File: src/design/spimb_pkg.sv
package spimb_pkg;

  localparam int unsigned DATA_BITS  = 8;
  localparam int unsigned EDGE_W     = $clog2(2 * DATA_BITS);
  localparam int unsigned DIV_W      = 12;
  localparam int unsigned CFG_IDX_W  = 3;
  localparam int unsigned CFG_DATA_W = 4;
  localparam logic [3:0]  MAX_RATE   = 4'd8;

  typedef enum logic [1:0] {
    REQ_TICK   = 2'd0,
    REQ_WRITE  = 2'd1,
    REQ_READ   = 2'd2,
    REQ_STATUS = 2'd3
  } req_type_e;

  typedef enum logic [CFG_IDX_W-1:0] {
    CFG_ENABLE   = 3'd0,
    CFG_CPOL     = 3'd1,
    CFG_CPHA     = 3'd2,
    CFG_PRESCALE = 3'd3,
    CFG_RATE     = 3'd4
  } cfg_idx_e;

  typedef struct packed {
    logic       enable;
    logic       cpol;
    logic       cpha;
    logic [2:0] prescale_sel;
    logic [3:0] rate_sel;
  } cfg_t;

  typedef struct packed {
    logic [1:0]           req_type;
    logic [DATA_BITS-1:0] wr_data;
    logic                 miso_bit;
  } req_t;

  typedef struct packed {
    logic [DATA_BITS-1:0] rd_data;
    logic                 tx_empty;
    logic                 rx_full;
    logic                 sclk;
    logic                 mosi;
    logic                 cs_n;
  } rsp_t;

endpackage

File: src/design/spimb_if.sv
interface spimb_req_if;
  import spimb_pkg::*;

  logic                 valid;
  logic                 ready;
  logic [1:0]           req_type;
  logic [DATA_BITS-1:0] wr_data;
  logic                 miso_bit;

  modport source (output valid, req_type, wr_data, miso_bit, input ready);
  modport sink (input valid, req_type, wr_data, miso_bit, output ready);
endinterface

interface spimb_rsp_if;
  import spimb_pkg::*;

  logic                 valid;
  logic                 ready;
  logic [DATA_BITS-1:0] rd_data;
  logic                 tx_empty;
  logic                 rx_full;
  logic                 sclk;
  logic                 mosi;
  logic                 cs_n;

  modport source (output valid, rd_data, tx_empty, rx_full, sclk, mosi, cs_n, input ready);
  modport sink (input valid, rd_data, tx_empty, rx_full, sclk, mosi, cs_n, output ready);
endinterface

File: src/design/spi_master_byte_transfer.sv
// SPI master for modes 0 to 3 behind a small register interface. Each request word is
// one bus clock tick, a data write, a data read or a status read, and every request
// gives exactly one response word carrying the data read and the line and flag state
// after that request. A request is taken every cycle while the response register is
// empty or being drained; the response is registered on acceptance and appears in the
// next cycle, taken from the next-state values of the transfer state. The SCK
// half-period is (prescale_sel+1)*2^min(rate_sel,8) ticks; register accesses do not
// advance it. A written byte waits in a one-entry buffer and starts shifting, MSB
// first, on the next tick with no transfer running; cs_n drops for the byte. A byte
// received while rx_full is set is dropped. Write the configuration only while idle.
module spi_master_byte_transfer (
  input  logic                              clk_i,
  input  logic                              rst_ni,
  input  logic                              cfg_we_i,
  input  logic [spimb_pkg::CFG_IDX_W-1:0]   cfg_idx_i,
  input  logic [spimb_pkg::CFG_DATA_W-1:0]  cfg_data_i,
  spimb_req_if.sink                         req_i,
  spimb_rsp_if.source                       rsp_o
);
  import spimb_pkg::*;

  cfg_t cfg;
  logic clear;
  logic acc;
  req_t req;
  rsp_t rsp_next;
  rsp_t rsp_q;
  logic out_vld_q;

  assign req_i.ready = !out_vld_q || rsp_o.ready;
  assign acc         = req_i.valid && req_i.ready;
  assign req         = '{req_type: req_i.req_type, wr_data: req_i.wr_data,
                         miso_bit: req_i.miso_bit};

  spimb_regs u_regs (
    .clk_i      (clk_i),
    .rst_ni     (rst_ni),
    .cfg_we_i   (cfg_we_i),
    .cfg_idx_i  (cfg_idx_i),
    .cfg_data_i (cfg_data_i),
    .cfg_o      (cfg),
    .clear_o    (clear)
  );

  spimb_engine u_engine (
    .clk_i   (clk_i),
    .rst_ni  (rst_ni),
    .cfg_i   (cfg),
    .clear_i (clear),
    .acc_i   (acc),
    .req_i   (req),
    .rsp_o   (rsp_next)
  );

  always_ff @(posedge clk_i or negedge rst_ni) begin
    if (!rst_ni) begin
      out_vld_q <= 1'b0;
    end else if (acc) begin
      out_vld_q <= 1'b1;
    end else if (rsp_o.ready) begin
      out_vld_q <= 1'b0;
    end
  end

  // hold the word while the sink stalls
  always_ff @(posedge clk_i) begin
    if (acc) begin
      rsp_q <= rsp_next;
    end
  end

  assign rsp_o.valid    = out_vld_q;
  assign rsp_o.rd_data  = rsp_q.rd_data;
  assign rsp_o.tx_empty = rsp_q.tx_empty;
  assign rsp_o.rx_full  = rsp_q.rx_full;
  assign rsp_o.sclk     = rsp_q.sclk;
  assign rsp_o.mosi     = rsp_q.mosi;
  assign rsp_o.cs_n     = rsp_q.cs_n;

`ifndef SYNTH
  a_accept_gives_word: assert property (@(posedge clk_i) disable iff (!rst_ni)
    acc |=> out_vld_q)
    else $error("accepted request produced no response word");
`endif

endmodule

File: src/design/spimb_regs.sv
module spimb_regs (
  input  logic                                clk_i,
  input  logic                                rst_ni,
  input  logic                                cfg_we_i,
  input  logic [spimb_pkg::CFG_IDX_W-1:0]     cfg_idx_i,
  input  logic [spimb_pkg::CFG_DATA_W-1:0]    cfg_data_i,
  output spimb_pkg::cfg_t                     cfg_o,
  output logic                                clear_o
);
  import spimb_pkg::*;

  cfg_t cfg_q, cfg_d;

  always_comb begin
    cfg_d   = cfg_q;
    clear_o = 1'b0;
    if (cfg_we_i) begin
      unique case (cfg_idx_e'(cfg_idx_i))
        CFG_ENABLE: begin
          cfg_d.enable = cfg_data_i[0];
          clear_o      = !cfg_data_i[0];
        end
        CFG_CPOL:     cfg_d.cpol         = cfg_data_i[0];
        CFG_CPHA:     cfg_d.cpha         = cfg_data_i[0];
        CFG_PRESCALE: cfg_d.prescale_sel = cfg_data_i[2:0];
        CFG_RATE:     cfg_d.rate_sel     = cfg_data_i[3:0];
        default: ;
      endcase
    end
  end

  always_ff @(posedge clk_i or negedge rst_ni) begin
    if (!rst_ni) begin
      cfg_q <= '{enable: 1'b0, cpol: 1'b0, cpha: 1'b1, prescale_sel: 3'd0, rate_sel: 4'd0};
    end else begin
      cfg_q <= cfg_d;
    end
  end

  assign cfg_o = cfg_q;

endmodule

File: src/design/spimb_engine.sv
module spimb_engine (
  input  logic             clk_i,
  input  logic             rst_ni,
  input  spimb_pkg::cfg_t  cfg_i,
  input  logic             clear_i,
  input  logic             acc_i,
  input  spimb_pkg::req_t  req_i,
  output spimb_pkg::rsp_t  rsp_o
);
  import spimb_pkg::*;

  logic [DATA_BITS-1:0] tx_hold_q, tx_hold_d;
  logic                 tx_vld_q, tx_vld_d;
  logic [DATA_BITS-1:0] shift_q, shift_d;
  logic [DATA_BITS-1:0] rx_hold_q, rx_hold_d;
  logic                 rx_vld_q, rx_vld_d;
  logic [EDGE_W-1:0]    edge_q, edge_d;
  logic [DIV_W-1:0]     div_q, div_d;
  logic                 lvl_q, lvl_d;
  logic                 busy_q, busy_d;
  logic                 mosi_q, mosi_d;

  logic [3:0]       rate_eff;
  logic [DIV_W-1:0] half_period;
  logic             div_done;
  logic             sample;
  logic             is_tick;

  assign rate_eff    = (cfg_i.rate_sel > MAX_RATE) ? MAX_RATE : cfg_i.rate_sel;
  assign half_period = DIV_W'({1'b0, cfg_i.prescale_sel} + 4'd1) << rate_eff;
  assign div_done    = ({1'b0, div_q} + (DIV_W+1)'(1)) >= {1'b0, half_period};
  // leading edges are the even ones; cpha flips which edge samples
  assign sample      = !edge_q[0] ^ cfg_i.cpha;
  assign is_tick     = acc_i && (req_type_e'(req_i.req_type) == REQ_TICK) && cfg_i.enable;

  always_comb begin
    tx_hold_d = tx_hold_q;
    tx_vld_d  = tx_vld_q;
    shift_d   = shift_q;
    rx_hold_d = rx_hold_q;
    rx_vld_d  = rx_vld_q;
    edge_d    = edge_q;
    div_d     = div_q;
    lvl_d     = lvl_q;
    busy_d    = busy_q;
    mosi_d    = mosi_q;

    if (is_tick) begin
      if (!busy_q) begin
        // load the buffered word into the shifter
        if (tx_vld_q) begin
          shift_d  = tx_hold_q;
          tx_vld_d = 1'b0;
          busy_d   = 1'b1;
          edge_d   = '0;
          div_d    = '0;
          lvl_d    = cfg_i.cpol;
          if (!cfg_i.cpha) begin
            mosi_d = tx_hold_q[DATA_BITS-1];
          end
        end
      end else if (div_done) begin
        div_d = '0;
        lvl_d = !lvl_q;
        if (sample) begin
          shift_d = {shift_q[DATA_BITS-2:0], req_i.miso_bit};
        end else begin
          mosi_d = shift_q[DATA_BITS-1];
        end
        if (edge_q == EDGE_W'(2 * DATA_BITS - 1)) begin
          // drop the word on overrun
          if (!rx_vld_q) begin
            rx_hold_d = shift_d;
            rx_vld_d  = 1'b1;
          end
          busy_d = 1'b0;
          edge_d = '0;
          lvl_d  = cfg_i.cpol;
        end else begin
          edge_d = edge_q + EDGE_W'(1);
        end
      end else begin
        div_d = div_q + DIV_W'(1);
      end
    end else if (acc_i) begin
      unique case (req_type_e'(req_i.req_type))
        REQ_WRITE: begin
          if (cfg_i.enable && !tx_vld_q) begin
            tx_hold_d = req_i.wr_data;
            tx_vld_d  = 1'b1;
          end
        end
        REQ_READ: rx_vld_d = 1'b0;
        default: ;
      endcase
    end

    if (clear_i) begin
      tx_vld_d = 1'b0;
      rx_vld_d = 1'b0;
      busy_d   = 1'b0;
      edge_d   = '0;
      div_d    = '0;
      lvl_d    = cfg_i.cpol;
    end
  end

  always_ff @(posedge clk_i or negedge rst_ni) begin
    if (!rst_ni) begin
      tx_hold_q <= '0;
      tx_vld_q  <= 1'b0;
      shift_q   <= '0;
      rx_hold_q <= '0;
      rx_vld_q  <= 1'b0;
      edge_q    <= '0;
      div_q     <= '0;
      lvl_q     <= 1'b0;
      busy_q    <= 1'b0;
      mosi_q    <= 1'b0;
    end else begin
      tx_hold_q <= tx_hold_d;
      tx_vld_q  <= tx_vld_d;
      shift_q   <= shift_d;
      rx_hold_q <= rx_hold_d;
      rx_vld_q  <= rx_vld_d;
      edge_q    <= edge_d;
      div_q     <= div_d;
      lvl_q     <= lvl_d;
      busy_q    <= busy_d;
      mosi_q    <= mosi_d;
    end
  end

  always_comb begin
    rsp_o.rd_data  = (acc_i && (req_type_e'(req_i.req_type) == REQ_READ)) ? rx_hold_q : '0;
    rsp_o.tx_empty = cfg_i.enable && !tx_vld_d;
    rsp_o.rx_full  = rx_vld_d;
    rsp_o.sclk     = busy_d ? lvl_d : cfg_i.cpol;
    rsp_o.mosi     = mosi_d;
    rsp_o.cs_n     = !busy_d;
  end

`ifndef SYNTH
  a_idle_counts: assert property (@(posedge clk_i) disable iff (!rst_ni)
    !busy_q |-> (div_q == '0) && (edge_q == '0))
    else $error("divider or edge count left running while idle");

  a_disabled_clear: assert property (@(posedge clk_i) disable iff (!rst_ni)
    !cfg_i.enable |-> !busy_q && !tx_vld_q && !rx_vld_q)
    else $error("transfer state set while disabled");

  a_start_takes_buffer: assert property (@(posedge clk_i) disable iff (!rst_ni)
    $rose(busy_q) |-> $past(tx_vld_q) && !tx_vld_q)
    else $error("transfer started without a buffered word");
`endif

endmodule

File: src/flat_wrapper.sv
// flat-port wrapper written by rule: the top's interface ports become plain ports
module spi_master_byte_transfer_flat import spimb_pkg::*;
  (clk_i, rst_ni, cfg_we_i, cfg_idx_i, cfg_data_i, req_i_valid, req_i_req_type, req_i_wr_data, req_i_miso_bit, req_i_ready, rsp_o_valid, rsp_o_rd_data, rsp_o_tx_empty, rsp_o_rx_full, rsp_o_sclk, rsp_o_mosi, rsp_o_cs_n, rsp_o_ready);
  spimb_req_if req_i_i ();
  spimb_rsp_if rsp_o_i ();
  input  logic clk_i;
  input  logic rst_ni;
  input  logic cfg_we_i;
  input  logic [spimb_pkg::CFG_IDX_W-1:0] cfg_idx_i;
  input  logic [spimb_pkg::CFG_DATA_W-1:0] cfg_data_i;
  input wire logic [$bits(req_i_i.valid)-1:0] req_i_valid;
  input wire logic [$bits(req_i_i.req_type)-1:0] req_i_req_type;
  input wire logic [$bits(req_i_i.wr_data)-1:0] req_i_wr_data;
  input wire logic [$bits(req_i_i.miso_bit)-1:0] req_i_miso_bit;
  output wire logic [$bits(req_i_i.ready)-1:0] req_i_ready;
  output wire logic [$bits(rsp_o_i.valid)-1:0] rsp_o_valid;
  output wire logic [$bits(rsp_o_i.rd_data)-1:0] rsp_o_rd_data;
  output wire logic [$bits(rsp_o_i.tx_empty)-1:0] rsp_o_tx_empty;
  output wire logic [$bits(rsp_o_i.rx_full)-1:0] rsp_o_rx_full;
  output wire logic [$bits(rsp_o_i.sclk)-1:0] rsp_o_sclk;
  output wire logic [$bits(rsp_o_i.mosi)-1:0] rsp_o_mosi;
  output wire logic [$bits(rsp_o_i.cs_n)-1:0] rsp_o_cs_n;
  input wire logic [$bits(rsp_o_i.ready)-1:0] rsp_o_ready;
  assign req_i_i.valid = req_i_valid;
  assign req_i_i.req_type = req_i_req_type;
  assign req_i_i.wr_data = req_i_wr_data;
  assign req_i_i.miso_bit = req_i_miso_bit;
  assign req_i_ready = req_i_i.ready;
  assign rsp_o_valid = rsp_o_i.valid;
  assign rsp_o_rd_data = rsp_o_i.rd_data;
  assign rsp_o_tx_empty = rsp_o_i.tx_empty;
  assign rsp_o_rx_full = rsp_o_i.rx_full;
  assign rsp_o_sclk = rsp_o_i.sclk;
  assign rsp_o_mosi = rsp_o_i.mosi;
  assign rsp_o_cs_n = rsp_o_i.cs_n;
  assign rsp_o_i.ready = rsp_o_ready;
  spi_master_byte_transfer u_core (.clk_i(clk_i), .rst_ni(rst_ni), .cfg_we_i(cfg_we_i), .cfg_idx_i(cfg_idx_i), .cfg_data_i(cfg_data_i), .req_i(req_i_i), .rsp_o(rsp_o_i));
endmodule
File: config.mk
export PLATFORM = sky130hd
export DESIGN_NAME = spi_master_byte_transfer_flat
export DESIGN_NICKNAME = d
export VERILOG_FILES = /design/src/design/spimb_pkg.sv /design/src/design/spimb_if.sv /design/src/design/spi_master_byte_transfer.sv /design/src/design/spimb_regs.sv /design/src/design/spimb_engine.sv /design/src/flat_wrapper.sv
export SDC_FILE = /design/constraint.sdc
export NUM_CORES = 1
export LEC_CHECK = 0
export ABC_CLOCK_PERIOD_IN_PS = 4100
export BUFFER_PORTS_ARGS = -buffer_cell sky130_fd_sc_hd__buf_2
export CORE_MARGIN = 2
export CORE_UTILIZATION = 30
export CTS_CLUSTER_DIAMETER = 30
export CTS_CLUSTER_SIZE = 25
export DETAILED_ROUTE_END_ITERATION = 8
export GPL_TIMING_DRIVEN = 0
export REMOVE_ABC_BUFFERS = 1
export SLEW_MARGIN = 40
export SYNTH_ARGS = -nofsm -noshare
export SYNTH_HDL_FRONTEND = slang
export SYNTH_SLANG_ARGS = --single-unit
File: constraint.sdc
create_clock -name clk_i -period 4.1 [get_ports clk_i]
set_clock_uncertainty 0.2 [all_clocks]
set_input_delay 0.82 -clock clk_i [delete_from_list [all_inputs] [get_ports clk_i]]
set_output_delay 0.82 -clock clk_i [all_outputs]
set_load 0.005 [all_outputs]
# After elaboration in Yosys (flattened, before gate mapping)
# Index checks and enable logic that the tools add are counted.
[op_classes]
n_addsub = 4
n_lt_le_gt_ge = 2
n_eq_ne = 9
shift = 1
muxes = 52
bitwise = 3
n_reduce_logical = 30
[op_table]
columns = ["cell", "n"]
rows = [
  ["$mux W12", 5],
  ["$mux W1", 36],
  ["$mux W8", 4],
  ["$mux W4", 7],
  ["$add A12 B1 Y13 const B", 1],
  ["$ge A13 B12 Y1", 1],
  ["$add A12 B1 Y12 const B", 1],
  ["$reduce_and A2 Y1", 6],
  ["$shl A4 B4 Y12", 1],
  ["$logic_not A1 Y1", 7],
  ["$eq A3 B2 Y1 const B", 2],
  ["$logic_and A1 B1 Y1", 6],
  ["$reduce_and A3 Y1", 2],
  ["$reduce_bool A2 Y1", 3],
  ["$reduce_and A5 Y1", 1],
  ["$add A3 B1 Y4 const B", 1],
  ["$add A4 B1 Y4 const B", 1],
  ["$eq A4 B4 Y1 const B", 1],
  ["$gt A4 B4 Y1 const B", 1],
  ["$reduce_and A4 Y1", 1],
  ["$eq A3 B1 Y1 const B", 1],
  ["$eq A3 B3 Y1 const B", 1],
  ["$logic_not A3 Y1", 1],
  ["$ne A3 B1 Y1 const B", 1],
  ["8 further kinds", 9],
]
[totals]
regBits = 69
in_bits = 23
out_inout_bits = 15
elab_cells = 123

# Logic depth before layout (Yosys ltp)
# Gate-level depths: netlist of the first run.
[depth]
ltp_word = 9
mapped_depth = 15
mapped_depth_nobuf = 13

# Cells and area by module
# From an unflattened synthesis of the first run, not the netlist that was laid out.
[unflattened]
hier_cells = 428
area_unflattened_um2 = 4205.3
[modules_own_cells]
columns = ["module", "n_inst", "cells_per_inst", "area_each_um2"]
rows = [
  ["spimb_engine", 1, 385, 3310.7],
  ["spimb_regs", 1, 26, 450.4],
  ["spi_master_byte_transfer", 1, 17, 444.2],
]

# Worst setup path after synthesis of the first run
# Ideal clock, no wire load.
[synth_timing]
path_kind = "reg2reg"
from = "register u_core.u_engine.div_q[0]"
to = "register u_core.rsp_q, in the netlist u_core.rsp_o.mosi, data pin"
setup_ps = 263
arrival_ps = 3296
setup_slack_ps = 340
path_stages_with_launch = 16
synth_period_minus_slack_ps = 3760
cell_sequence = "dfrtp_1 -> ha_1 -> nand4_1 -> nor2_1 -> nand3_1 -> or2_2 -> xnor2_1 -> ha_1 -> a21o_1 -> a21o_1 -> a221oi_2 -> and2_1 -> buf_6 -> clkbuf_1 -> nor3_1 -> a211o_1"
[synth_lines]
columns = ["item", "line_no", "text"]
rows = [
  ["from (decl)", "spimb_engine.sv:18", "logic [DIV_W-1:0] div_q, div_d;"],
  ["from (signal assigned)", "spimb_engine.sv:127", "div_q <= div_d;"],
  ["to (signal assigned)", "spi_master_byte_transfer.sv:68", "rsp_q <= rsp_next;"],
  ["to (decl)", "spi_master_byte_transfer.sv:27", "rsp_t rsp_q;"],
]

# Worst setup path after layout of the first run
[layout_timing]
from = "register u_core.u_engine.div_q[0]"
to = "register u_core.u_engine.rx_hold_q[1]"
[layout_via]
elab_chain_len = 3
[layout_lines]
columns = ["item", "line_no", "text"]
rows = [
  ["$add A12 B1 Y13", "spimb_engine.sv:31", "assign div_done = ({1'b0, div_q} + (DIV_W+1)'(1)) >= {1'b0, half_period};"],
  ["$ge A13 B12 Y1", "spimb_engine.sv:31", ""],
  ["$reduce_and A5 Y1 (no line)", "n/a", ""],
  ["to (signal assigned)", "spimb_engine.sv:124", "rx_hold_q <= rx_hold_d;"],
  ["to (decl)", "spimb_engine.sv:15", "logic [DATA_BITS-1:0] rx_hold_q, rx_hold_d;"],
]
# Every way passes these cells.
# A chain may end at the register's enable or synchronous reset.

==> results of run 1 <==
## area by class of cell
type                    instances  share of cell area
clock buffers                  11             0.05256
well taps                     172             0.04660
inverters                      15             0.01219
flip-flops and latches         69              0.3885
repair buffers                 40             0.04443
multi-input cells             287              0.4376
clock inverters                 5             0.01815
## sequential cells by signal (all words and copies together) (netlist names), 4 cells and up
| register | cells |
|---|---|
| u_core.u_engine.div_q | 12 |
| u_core.u_regs.cfg_o | 10 |
| u_core.u_engine.rx_hold_q | 8 |
| u_core.rsp_o.rd_data | 8 |
| u_core.u_engine.shift_q | 8 |
| u_core.u_engine.edge_q | 4 |
| u_core.u_engine.tx_hold_q | 8 |
## layer usage
metal	track usage	up-vias	share of wire	wire, um
met5	0	-	0	0
met4	0.06024	0	0.018	153
met3	0.02277	12	0.036	306
met2	0.1977	58	0.45	3858
met1	0.1755	1480	0.49	4201
li1	-	1491	-	-
## power breakdown
part           internal [mW]  switching (mW)
Clock                  0.550           0.287
Sequential             0.810           0.121
Combinational          0.229           0.303
## synthesized netlist by cell type (3+ instances only)
cell type,number,area (um^2)
sky130_fd_sc_hd__a32o_1,5,50.05
sky130_fd_sc_hd__o21ai_0,20,100.1
sky130_fd_sc_hd__or3_1,3,18.77
sky130_fd_sc_hd__and3_1,8,50.05
sky130_fd_sc_hd__nor2b_1,5,31.28
sky130_fd_sc_hd__nand3_1,15,75.07
sky130_fd_sc_hd__mux2_4,8,120.1
sky130_fd_sc_hd__nor2_1,23,86.33
sky130_fd_sc_hd__nand2_1,35,131.4
sky130_fd_sc_hd__nand4_1,6,37.54
sky130_fd_sc_hd__ha_1,15,187.7
sky130_fd_sc_hd__o22ai_1,3,18.77
sky130_fd_sc_hd__xnor2_1,9,78.83
sky130_fd_sc_hd__a21oi_1,19,95.09
sky130_fd_sc_hd__clkbuf_1,10,37.54
sky130_fd_sc_hd__nor4_1,3,18.77
sky130_fd_sc_hd__nand2b_1,13,81.33
sky130_fd_sc_hd__edfxtp_1,13,390.4
sky130_fd_sc_hd__nor3_1,12,60.06
sky130_fd_sc_hd__and2_1,11,68.82
sky130_fd_sc_hd__nand4b_1,4,35.03
sky130_fd_sc_hd__nor3b_1,4,30.03
sky130_fd_sc_hd__inv_1,15,56.30
sky130_fd_sc_hd__a221o_1,6,60.06
sky130_fd_sc_hd__xor2_1,5,43.79
sky130_fd_sc_hd__mux2_2,18,202.7
sky130_fd_sc_hd__o31ai_1,3,22.52
sky130_fd_sc_hd__a21o_1,4,30.03
sky130_fd_sc_hd__mux2i_1,3,30.03
sky130_fd_sc_hd__dfrtp_1,55,1376
## worst reg2reg max path: stages, from the launching register on
cell	delay (ps)
sky130_fd_sc_hd__dfrtp_1	420
sky130_fd_sc_hd__ha_2	260
sky130_fd_sc_hd__nand4_1	150
sky130_fd_sc_hd__nor2_1	150
sky130_fd_sc_hd__nand3_1	130
sky130_fd_sc_hd__or2_2	350
sky130_fd_sc_hd__xnor2_1	150
sky130_fd_sc_hd__ha_1	340
sky130_fd_sc_hd__nand3_1	110
sky130_fd_sc_hd__a211oi_2	200
sky130_fd_sc_hd__a221oi_2	110
sky130_fd_sc_hd__and2_4	220
sky130_fd_sc_hd__or4_4	650
sky130_fd_sc_hd__mux2_4	330
## repair_timing
| item | in CTS | in global routing |
|---|---|---|
| gates resized for setup | 1 | 6 |
| pin swaps | 1 | 1 |
| setup endpoints to repair | 19 | 16 |
| setup buffers | 1 | 0 |
## how the worst max path moves through the flow
| stage | start | end | slack (ps) | cells past startpoint |
|---|---|---|---|---|
| 2_1_floorplan | u_core.u_regs.cfg_o[3] | u_core.u_engine.rx_hold_q[4] | 330 | 12 |
| 3_3_place_gp | u_core.u_engine.div_q[0] | u_core.u_engine.rx_hold_q[2] | -190 | 13 |
| 3_5_place_dp | u_core.u_regs.cfg_o[3] | u_core.u_engine.rx_hold_q[1] | -260 | 13 |
| 4_1_cts | u_core.u_engine.div_q[0] | u_core.u_engine.shift_q[7] | 20 | 14 |
| 5_1_grt | u_core.u_engine.div_q[0] | u_core.u_engine.shift_q[0] | -10 | 14 |
| 6_report | u_core.u_engine.div_q[0] | u_core.u_engine.rx_hold_q[1] | 210 | 13 |
## cell families after synthesis
logic type,count (synthesis),synth area share
buf+inv,28,0.03078
compound gates,81,0.1411
flops,69,0.4594
mux,29,0.09041
xor+xnor,14,0.03142
simple gates,148,0.1988
fa+ha+maj,15,0.04809
## per-stage QoR
step                        util  area, um^2  setup TNS [ps]  hold slack, ps  setup WS, ps
after global routing      0.3645        4618          -58.69           309.9        -13.33
after CTS                 0.3625        4593               0           304.3         23.76
final                     0.3645        4618               0           301.5         207.6
after detailed placement  0.3360        4258           -3233           291.6        -255.6
after global placement    0.3346        4239           -2337           280.2        -193.8
after floorplan                -        3839               0           268.6         332.0
==> run summary, run 1 <==
========================================================================================
Via-to-Cell Ratio                                                                  5.077
Growth of design area from synthesis to finish                                    18.34%
Crit path top cell by count                                                 sky130_fd_sc_hd__nand3_1
Clock sink count                                                                      69
Part of the cycle the worst path needs                                            0.9494
Data required time of the critical path                                          4120 ps
Max IR drop VDD                                                                0.1997 mV
Endpoint arrival time on the critical path                                       3910 ps
LEAKAGE                                                                         2.008 nW
DRC violations left                                                                    0
Clk Latency, worst-skew pair                                                      330 ps
Number of buffer and inverter stages on the critical path                              0
Seq cells post-synth                                                                  69
Kind of path behind the tightest hold check                                   reg -> reg
Fraction of layout instances using a drive strength above 1                       0.2225
Filler Cell Count                                                                   1247
Area taken by multi-input logic gates                                          2021 um^2
Avg Cell Area, Syn                                                            10.16 um^2
Most used cells in the layout excluding fill and tap cells                  sky130_fd_sc_hd__dfrtp_1, sky130_fd_sc_hd__buf_2, sky130_fd_sc_hd__nand2_1
Wirelength per Cell                                                             14.22 um
CP Class                                                                      reg -> reg
Sequential area share after synthesis                                             0.4594
Buffer levels on the longest clock path                                                2
Port Buffers                                                                          37
Overall power consumption                                                       2.299 mW
Inserted Clock Buffers                                                                 9
Hold Vio Cnt, Final                                                                    0
Total die area                                                                13940 um^2
Crit-path max FO                                                                      15
Run status                                                                  finished, final reports clean
Critical Path, Cell by Cell                                                 ha_2 > nand4_1 > nor2_1 > nand3_1 > or2_2 > xnor2_1 > ha_1 > nand3_1 > a211oi_2 > a221oi_2 > and2_4 > or4_4 > mux2_4
Total number of nets in the final design                                             460
GPL Wtd Cong                                                                      0.8498
Sequential cell area in the final layout                                       1794 um^2
Post-synth EDFFs                                                                      13
Row Count                                                                             41
First-pass GRT wire length                                                      14570 um
Cell Area, Synth                                                               3902 um^2
Hold path startpoint                                                        u_core.u_engine.tx_hold_q[2]
Number of search-and-repair iterations in the first detailed-routing pass              5
Via count of the first global-routing pass                                          2965
Total via count after detailed routing                                              3041
Placeable Area                                                                12670 um^2
Number of antenna repair diodes                                                        0
Yosys Warn Count                                                                       0
Fin crit period                                                                  3892 ps
Worst hold path endpoint                                                    u_core.u_engine.tx_hold_q[2]
Count of cells along the worst hold path                                               1
Gate count of the mapped netlist                                                     384
Unique masters post-synth                                                             54
Final setup violating endpoints                                                        0
Depth of the worst register-to-register path                                          13
Fraction of registers with async set or reset after synthesis                     0.8116
Achievable Freq                                                                256.9 MHz
Final max-slew violation count                                                         0
Number of top-level pins                                                              38
TritonCTS clock tree                                                                 yes
Final std cells w/o fill                                                             599
Number of max-cap violations                                                           0
Die width                                                                       118.1 um
Number of placed cells counting well taps                                            582
R2r startpoint                                                              u_core.u_engine.div_q[0]
Category of the worst setup path capture point                                  register
Remaining global-route overflow                                                        0
Number of DRC markers in iteration 0                                                 119
Overall Global Routing Usage                                                      0.1285
DRT antenna net count                                                                  0
Most instantiated flip-flop cell in the synthesis netlist                   sky130_fd_sc_hd__dfrtp_1
Effective utilization at floorplan                                                0.3080
Rel. slew slack                                                                   0.4998
Pwr Density                                                                 497.9 nW/um^2
Register-to-Register Setup Slack                                                  210 ps
Actual slew at the worst max-slew pin                                           747.5 ps
Final wirelength                                                                 8519 um
Maximum number of pins on one net before global-route repair                          57
Launching element type of the critical path                                     register
Max stage delay on crit path                                                      650 ps
Most common library cell in the layout ignoring fill and taps               sky130_fd_sc_hd__dfrtp_1
Vertical die dimension                                                          118.1 um
Crit path max-delay family                                                  simple AND/OR/NAND/NOR gates
Slowest stage cell, crit path                                               sky130_fd_sc_hd__or4_4
Count of hold-fix buffers inserted at cts                                              0
Clock tree root driver cell                                                 sky130_fd_sc_hd__clkbuf_16
Critical register-to-register path endpoint                                 u_core.u_engine.rx_hold_q[1]
Number of antenna violations at the first check in global routing                      0
Detailed-placement wirelength estimate                                           6321 um
Number of levels the H-tree was split into                                             3
Clock-pin slew on the worst setup and hold paths                                   60 ps
========================================================================================
No activity file was read; power rests on OpenSTA's default activity.
==> inputs of run 2 (changes only) <==
--- a/config.mk
+++ b/config.mk
@@ -5,6 +5,7 @@
 export SDC_FILE = /design/constraint.sdc
 export NUM_CORES = 1
 export LEC_CHECK = 0
+export ABC_AREA = 1
 export ABC_CLOCK_PERIOD_IN_PS = 4100
 export BUFFER_PORTS_ARGS = -buffer_cell sky130_fd_sc_hd__buf_2
 export CORE_MARGIN = 2
==> run 2 against run 1 <==
Die area up 0.99%; sequential share of layout area up 0.068 points; worst hold slack worse by 41 ps; maximum frequency up 14%; final area down 0.24%; register-to-register slack better by 470 ps; power up 23%; worst setup slack better by 470 ps; critical endpoint is now u_core.u_engine.div_q[4].
==> run summary, run 2 <==
========================================================================================
Most frequent cells after synthesis                                         sky130_fd_sc_hd__nand2_1, sky130_fd_sc_hd__inv_1, sky130_fd_sc_hd__dfrtp_1
Max IR drop VDD                                                                0.1977 mV
Number of top-level pins                                                              38
Buffer levels on the longest clock path                                                2
Cell Area, Synth                                                               3943 um^2
Resized cells post-CTS                                                                 0
Effective utilization at floorplan                                                0.3099
Post-synth EDFFs                                                                      13
CP Class                                                                      reg -> reg
Overall power consumption                                                       2.826 mW
Total number of nets in the final design                                             557
Data required time of the critical path                                          4150 ps
Remaining global-route overflow                                                        0
Seq cells post-synth                                                                  69
Crit-path max FO                                                                      12
Dominant combinational cell family by area after synthesis                  simple AND/OR/NAND/NOR gates
Overall Global Routing Usage                                                      0.1235
Final wirelength                                                                 8150 um
Largest reg by FF count                                                     u_core.u_engine.div_q
Number of antenna repair diodes                                                        0
Most common library cell in the layout ignoring fill and taps               sky130_fd_sc_hd__nand2_1
Run status                                                                  finished, final reports clean
DRT antenna net count                                                                  0
Number of antenna violations at the first check in global routing                      0
Unique masters post-synth                                                             42
Die width                                                                       118.6 um
Total via count after detailed routing                                              3147
Total die area                                                                14070 um^2
Most instantiated flip-flop cell in the synthesis netlist                   sky130_fd_sc_hd__dfrtp_1
Count of hold-fix buffers inserted at cts                                              0
Final setup violating endpoints                                                        0
Launching element type of the critical path                                     register
GPL Wtd Cong                                                                      0.8501
Logic gate share of total power                                                    0.347
Hold Vio Cnt, Final                                                                    0
Clk Latency, worst-skew pair                                                      330 ps
Cell accounting for the most synthesized area                               sky130_fd_sc_hd__dfrtp_1
Post-synth top area share                                                         0.3491
Number of DRC markers in iteration 0                                                 151
DRC violations left                                                                    0
Detailed-placement wirelength estimate                                           6060 um
First-pass GRT wire length                                                      14100 um
Fin crit period                                                                  3424 ps
TritonCTS clock tree                                                                 yes
Clock power frac                                                                   0.293
Flip-flop count of the largest register after layout                                  12
Maximum number of pins on one net before global-route repair                          57
Category of the worst setup path capture point                                  register
Inserted Clock Buffers                                                                 9
Clock sink count                                                                      69
Part of the cycle the worst path needs                                            0.8352
Mux contribution to synthesized area                                            0.008569
Kind of path behind the tightest hold check                                  in -> async
Switching Fraction                                                                0.3731
Switching power summed over all nets                                            1.054 mW
Port Buffers                                                                          37
Rel. slew slack                                                                   0.5902
Vertical die dimension                                                          118.6 um
Gate count of the mapped netlist                                                     480
Wirelength per Cell                                                             11.71 um
Fraction of layout instances using a drive strength above 1                       0.1985
Unrepaired setup endpoints after global routing                                    false
Most used cells in the layout excluding fill and tap cells                  sky130_fd_sc_hd__nand2_1, sky130_fd_sc_hd__inv_1, sky130_fd_sc_hd__dfrtp_1
Final max-slew violation count                                                         0
Fraction of registers with async set or reset after synthesis                     0.8116
Share of the synthesized area in compound gates (AO/OA/AOI/OAI)                   0.1292
Row Count                                                                             41
Pwr Density                                                                 613.5 nW/um^2
Internal Power                                                                  1.772 mW
Clock tree root driver cell                                                 sky130_fd_sc_hd__clkbuf_16
Number of levels the H-tree was split into                                             3
LEAKAGE                                                                         2.295 nW
Sequential area share after synthesis                                             0.4548
Adder-Cell Fraction of Synth Area                                                0.04760
Number of search-and-repair iterations in the first detailed-routing pass              4
Most area-consuming cells after synthesis                                   sky130_fd_sc_hd__dfrtp_1, sky130_fd_sc_hd__nand2_1, sky130_fd_sc_hd__edfxtp_1
Avg Cell Area, Syn                                                            8.214 um^2
Sequential share of power                                                          0.360
Simple logic cell fraction of the synthesized area                                0.2475
Count leader, synth                                                         sky130_fd_sc_hd__nand2_1
Setup Fix Bufs, Post-CTS                                                               0
Growth of design area from synthesis to finish                                    16.85%
Post-synthesis share of cell area spent on xor and xnor gates                    0.01968
Final setup TNS                                                                     0 ps
Via-to-Cell Ratio                                                                  4.522
Yosys Warn Count                                                                       0
Endpoint arrival time on the critical path                                       3470 ps
Number of max-cap violations                                                           0
Clock-pin slew on the worst setup and hold paths                                   60 ps
Actual slew at the worst max-slew pin                                           614.2 ps
Placeable Area                                                                12720 um^2
Via count of the first global-routing pass                                          3102
Achievable Freq                                                                292.0 MHz
========================================================================================
==> run 2: cell types whose count changed in the layout (fill, tap and decap cells not counted), moves of 11 or more <==
cell / before / now
sky130_fd_sc_hd__nand2_1: 35 / 109
sky130_fd_sc_hd__inv_1: 15 / 73
sky130_fd_sc_hd__nor2_1: 23 / 42
sky130_fd_sc_hd__mux2_2: 18 / 3
sky130_fd_sc_hd__nand2b_1: 13 / 0
sky130_fd_sc_hd__o21ai_1: 3 / 14
==> run 2: routing by layer <==
metal / routed length [um] / up-vias / track usage
met5: 0 / - / 0
met3: 245 / 12 / 0.02606
met2: 3766 / 51 / 0.1994
met1: 3969 / 1454 / 0.1583
met4: 169 / 0 / 0.05580
li1: - / 1630 / -
==> run 2: worst max-delay path, stage by stage, from the launching register on <==
cell and delay (ps):
sky130_fd_sc_hd__dfrtp_1 440, sky130_fd_sc_hd__ha_1 230, sky130_fd_sc_hd__or2_2 290, sky130_fd_sc_hd__nand2_1 110, sky130_fd_sc_hd__o21ai_0 110, sky130_fd_sc_hd__o21ai_0 280, sky130_fd_sc_hd__o22ai_1 120, sky130_fd_sc_hd__inv_1 70
sky130_fd_sc_hd__ha_1 250, sky130_fd_sc_hd__nand2_1 90, sky130_fd_sc_hd__inv_1 40, sky130_fd_sc_hd__nand2_1 50, sky130_fd_sc_hd__nand2_1 40, sky130_fd_sc_hd__nor2_1 90, sky130_fd_sc_hd__nand2_1 90, sky130_fd_sc_hd__nand2_4 90
sky130_fd_sc_hd__nand2_4 80, sky130_fd_sc_hd__nor2_2 410, sky130_fd_sc_hd__nand3_1 150, sky130_fd_sc_hd__o21ai_1 110
==> run 2: area by class of cell <==
type,count,area [um^2]
timing repair buffer,37,191.4
sequential,69,1793
multi-input combinational,323,1784
fill,1355,8115
tap,172,215.2
inverter,79,299.0
clock inverter,7,98.84
clock buffer,9,225.2
==> run 2: final timing paths <==
| check | start | end | slack, ps | cells past startpoint |
|---|---|---|---|---|
| max in group asynchronous | rst_ni | u_core.u_regs.cfg_o[7] | 3070 | 1 |
| worst min register to register | u_core.u_regs.cfg_o[0] | u_core.u_regs.cfg_o[0] | 290 | 2 |
| worst max register to register | u_core.u_regs.cfg_o[4] | u_core.u_engine.div_q[4] | 680 | 19 |
| min in group clk_i | u_core.u_regs.cfg_o[0] | u_core.u_regs.cfg_o[0] | 290 | 2 |
| worst max-delay path | u_core.u_regs.cfg_o[4] | u_core.u_engine.div_q[4] | 680 | 19 |
| worst min-delay path | rst_ni | u_core.u_engine.shift_q[4] | 260 | 1 |
==> run 2: stage by stage <==
stage          hold WS, ps  utilization  area (um^2)  instances  setup slack, ps
2_1_floorplan        253.4            -         3876        471             1208
3_3_place_gp         280.1       0.3362         4277        680            829.8
3_5_place_dp         281.2       0.3363         4279        680            713.6
4_1_cts              295.3       0.3618         4603        696            687.2
5_1_grt              303.3       0.3621         4607        696            351.0
6_report             260.3       0.3621         4607        696            675.8
==> run 2: power by group through the flow <==
stage	Combinational, mW	Sequential (mW)	Clock, mW
global route	1.14	1.04	0.875
finish	0.980	1.02	0.829
CTS	0.988	1.02	0.847
detailed placement	0.981	1.03	0
global placement	0.949	1.02	0
floorplan	0.759	0.998	0
==> run 2: cells by family after synthesis <==
family,after synthesis
adder cells (fa/ha/maj),15
XOR/XNOR,8
buffers and inverters,88
flip-flops,69
AND/OR/NAND/NOR,213
multiplexers,3
AO/OA/AOI/OAI,84
==> inputs of run 3 (changes only) <==
--- a/config.mk
+++ b/config.mk
@@ -5,8 +5,8 @@
 export SDC_FILE = /design/constraint.sdc
 export NUM_CORES = 1
 export LEC_CHECK = 0
-export ABC_AREA = 1
-export ABC_CLOCK_PERIOD_IN_PS = 4100
+export ABC_AREA = 0
+export ABC_CLOCK_PERIOD_IN_PS = 2900
 export BUFFER_PORTS_ARGS = -buffer_cell sky130_fd_sc_hd__buf_2
 export CORE_MARGIN = 2
 export CORE_UTILIZATION = 30
==> constraint.sdc (replaced) <==
create_clock -name clk_i -period 2.9 [get_ports clk_i]
set_clock_uncertainty 0.2 [all_clocks]
set_input_delay 0.58 -clock clk_i [delete_from_list [all_inputs] [get_ports clk_i]]
set_output_delay 0.58 -clock clk_i [all_outputs]
set_load 0.005 [all_outputs]
==> run 3 against run 2 <==
The run now ends with negative setup slack left; via count increased by 1.7%; final area increased by 9.2%; die area decreased by 0.98%; maximum frequency decreased by 4.2%; clock power increased by 44%; critical path type unchanged; largest cell class is now multi-input gates; highest routed layer unchanged.
==> run summary, run 3 (synthesis results as in run 1) <==
========================================================================================
Via count of the first global-routing pass                                          3126
Clock sink count                                                                      69
Failing checks                                                              negative setup slack
Total number of nets in the final design                                             485
Most common library cell in the layout ignoring fill and taps               sky130_fd_sc_hd__dfrtp_1
Crit path top cell by count                                                 sky130_fd_sc_hd__a21o_1
Port Buffers                                                                          37
Final wirelength                                                                 9375 um
Number of buffer and inverter stages on the critical path                              2
Most used cells in the layout excluding fill and tap cells                  sky130_fd_sc_hd__dfrtp_1, sky130_fd_sc_hd__buf_2, sky130_fd_sc_hd__nand2_1
Vertical die dimension                                                          118.1 um
Number of antenna repair diodes                                                        0
Number of antenna violations at the first check in global routing                      0
Die width                                                                       118.1 um
DRT antenna net count                                                                  0
LEAKAGE                                                                         2.171 nW
Data required time of the critical path                                          2770 ps
Clock tree root driver cell                                                 sky130_fd_sc_hd__clkbuf_16
Hold Vio Cnt, Final                                                                    0
Filler Cell Count                                                                   1208
Part of the cycle the worst path needs                                             1.233
Number of DRC markers in iteration 0                                                 165
Slowest stage cell, crit path                                               sky130_fd_sc_hd__dfrtp_1
Unrepaired setup endpoints after global routing                                     true
Crit-path max FO                                                                       7
Internal Power                                                                  2.420 mW
GPL Wtd Cong                                                                      0.8498
Switching Fraction                                                                0.3178
CP Class                                                                      reg -> reg
Area taken by multi-input logic gates                                          2216 um^2
Final max-slew violation count                                                         0
Flip-flop count of the largest register after layout                                  12
Effective utilization at floorplan                                                0.3080
Clock power frac                                                                   0.336
Via-to-Cell Ratio                                                                  5.128
Logic gate share of total power                                                    0.295
Total non-filler cell area in the finished layout                              5029 um^2
Number of placed cells counting well taps                                            582
Pwr Density                                                                 705.5 nW/um^2
Clock-pin slew on the worst setup and hold paths                                   60 ps
Largest reg by FF count                                                     u_core.u_engine.div_q
Number of search-and-repair iterations in the first detailed-routing pass              5
Actual slew at the worst max-slew pin                                           809.7 ps
Rel. slew slack                                                                   0.4583
Final setup violating endpoints                                                       40
DRC violations left                                                                    0
Clk Latency, worst-skew pair                                                      340 ps
Fin crit period                                                                  3575 ps
Remaining global-route overflow                                                        0
Kind of path behind the tightest hold check                                  in -> async
TritonCTS clock tree                                                                 yes
Row Count                                                                             41
Fraction of layout instances using a drive strength above 1                       0.3319
Wirelength per Cell                                                             15.02 um
Number of levels the H-tree was split into                                             3
Setup WS pre-CTS                                                                -1456 ps
Buffer levels on the longest clock path                                                2
Final std cells w/o fill                                                             624
Max stage delay on crit path                                                      400 ps
Count of hold-fix buffers inserted at cts                                              0
Inserted Clock Buffers                                                                 9
Launching element type of the critical path                                     register
Maximum number of pins on one net before global-route repair                          57
First-pass GRT wire length                                                      15490 um
Number of max-cap violations                                                           0
Switching power summed over all nets                                            1.128 mW
Total via count after detailed routing                                              3200
Detailed-placement wirelength estimate                                           6321 um
Number of top-level pins                                                              38
Min setup slack post-route                                                     -675.2 ps
Crit path max-delay family                                                  simple AND/OR/NAND/NOR gates
Growth of design area from synthesis to finish                                    28.86%
Total die area                                                                13940 um^2
Sequential share of power                                                          0.369
Post-place instance area                                                       4258 um^2
Placeable Area                                                                12670 um^2
Endpoint arrival time on the critical path                                       3440 ps
End-of-flow core utilization                                                      0.3969
Achievable Freq                                                                279.7 MHz
Category of the worst setup path capture point                                  register
Max IR drop VDD                                                                0.3036 mV
Critical Path, Cell by Cell                                                 ha_4 > nand4_1 > nor2_1 > nand3_1 > or2_4 > xnor2_2 > ha_1 > buf_6 > a21o_1 > a21o_1 > a221oi_2 > and2_4 > buf_8 > nor3_2 > a211o_1
Run status                                                                  finished, violations left
Sequential cell area in the final layout                                       1795 um^2
Overall Global Routing Usage                                                      0.1362
========================================================================================
run 3: cell count changes in the layout (fill, tap and decap cells not counted), sizes merged, moves of 8 or more:
cell / before / now
o21ai: 49 / 22
nand2b: 0 / 13
inv: 80 / 15
and2: 0 / 11
nor3: 4 / 12
buf: 37 / 65
nor2: 51 / 23
and3: 0 / 8
xnor2: 0 / 9
mux2: 3 / 26
nand3: 30 / 15
nand2: 118 / 35
run 3: layer usage:
| layer | track usage | up-vias | part of all wire |
|---|---|---|---|
| met3 | 0.02616 | 12 | 0.038 |
| li1 | - | 1547 | - |
| met1 | 0.1830 | 1562 | 0.47 |
| met5 | 0 | - | 0 |
| met2 | 0.2108 | 79 | 0.48 |
| met4 | 0.06551 | 0 | 0.016 |
run 3: final timing paths:
check	depth (start not counted)	end	from	slack (ps)
max reg2reg	15	u_core.rsp_o.mosi	u_core.u_engine.div_q[0]	-680
min reg2reg	1	u_core.u_engine.tx_hold_q[1]	u_core.u_engine.tx_hold_q[1]	300
max	15	u_core.rsp_o.mosi	u_core.u_engine.div_q[0]	-680
min	1	u_core.u_regs.cfg_o[3]	rst_ni	90
min in group clk_i	2	u_core.u_engine.tx_hold_q[0]	req_i_wr_data[0]	270
max in group asynchronous	1	u_core.u_regs.cfg_o[4]	rst_ni	1910
run 3: timing repair:
action / CTS / global route
pin swaps: 14 / 25
resized for setup: 27 / 30
setup endpoints to repair: 40 / 40
setup buffers: 18 / 8
run 3: stage by stage:
step / TNS, ps / hold slack (ps) / power [mW]
after floorplan: -21930 / 84.41 / 1.795
after detailed placement: -45160 / 291.6 / 2.036
after global placement: -43910 / 280.2 / 2.005
after CTS: -20660 / 135.2 / 3.411
after global routing: -27560 / 165.1 / 3.733
final: -21140 / 85.68 / 3.548
run 3: power by group through the flow:
stage / Sequential [mW] / Clock [mW] / Combinational, mW
after floorplan: 1.27 / 0 / 0.522
final: 1.31 / 1.19 / 1.05
after global placement: 1.32 / 0 / 0.683
after CTS: 1.30 / 1.21 / 0.898
after global routing: 1.34 / 1.25 / 1.15
after detailed placement: 1.33 / 0 / 0.708
run 3: final cells by class:
class	instances	area share
sequential	69	0.3571
clock buffer	11	0.04827
tap	172	0.04280
clock inverter	5	0.01667
timing repair buffer	65	0.08335
multi-input combinational	287	0.4407
inverter	15	0.01120
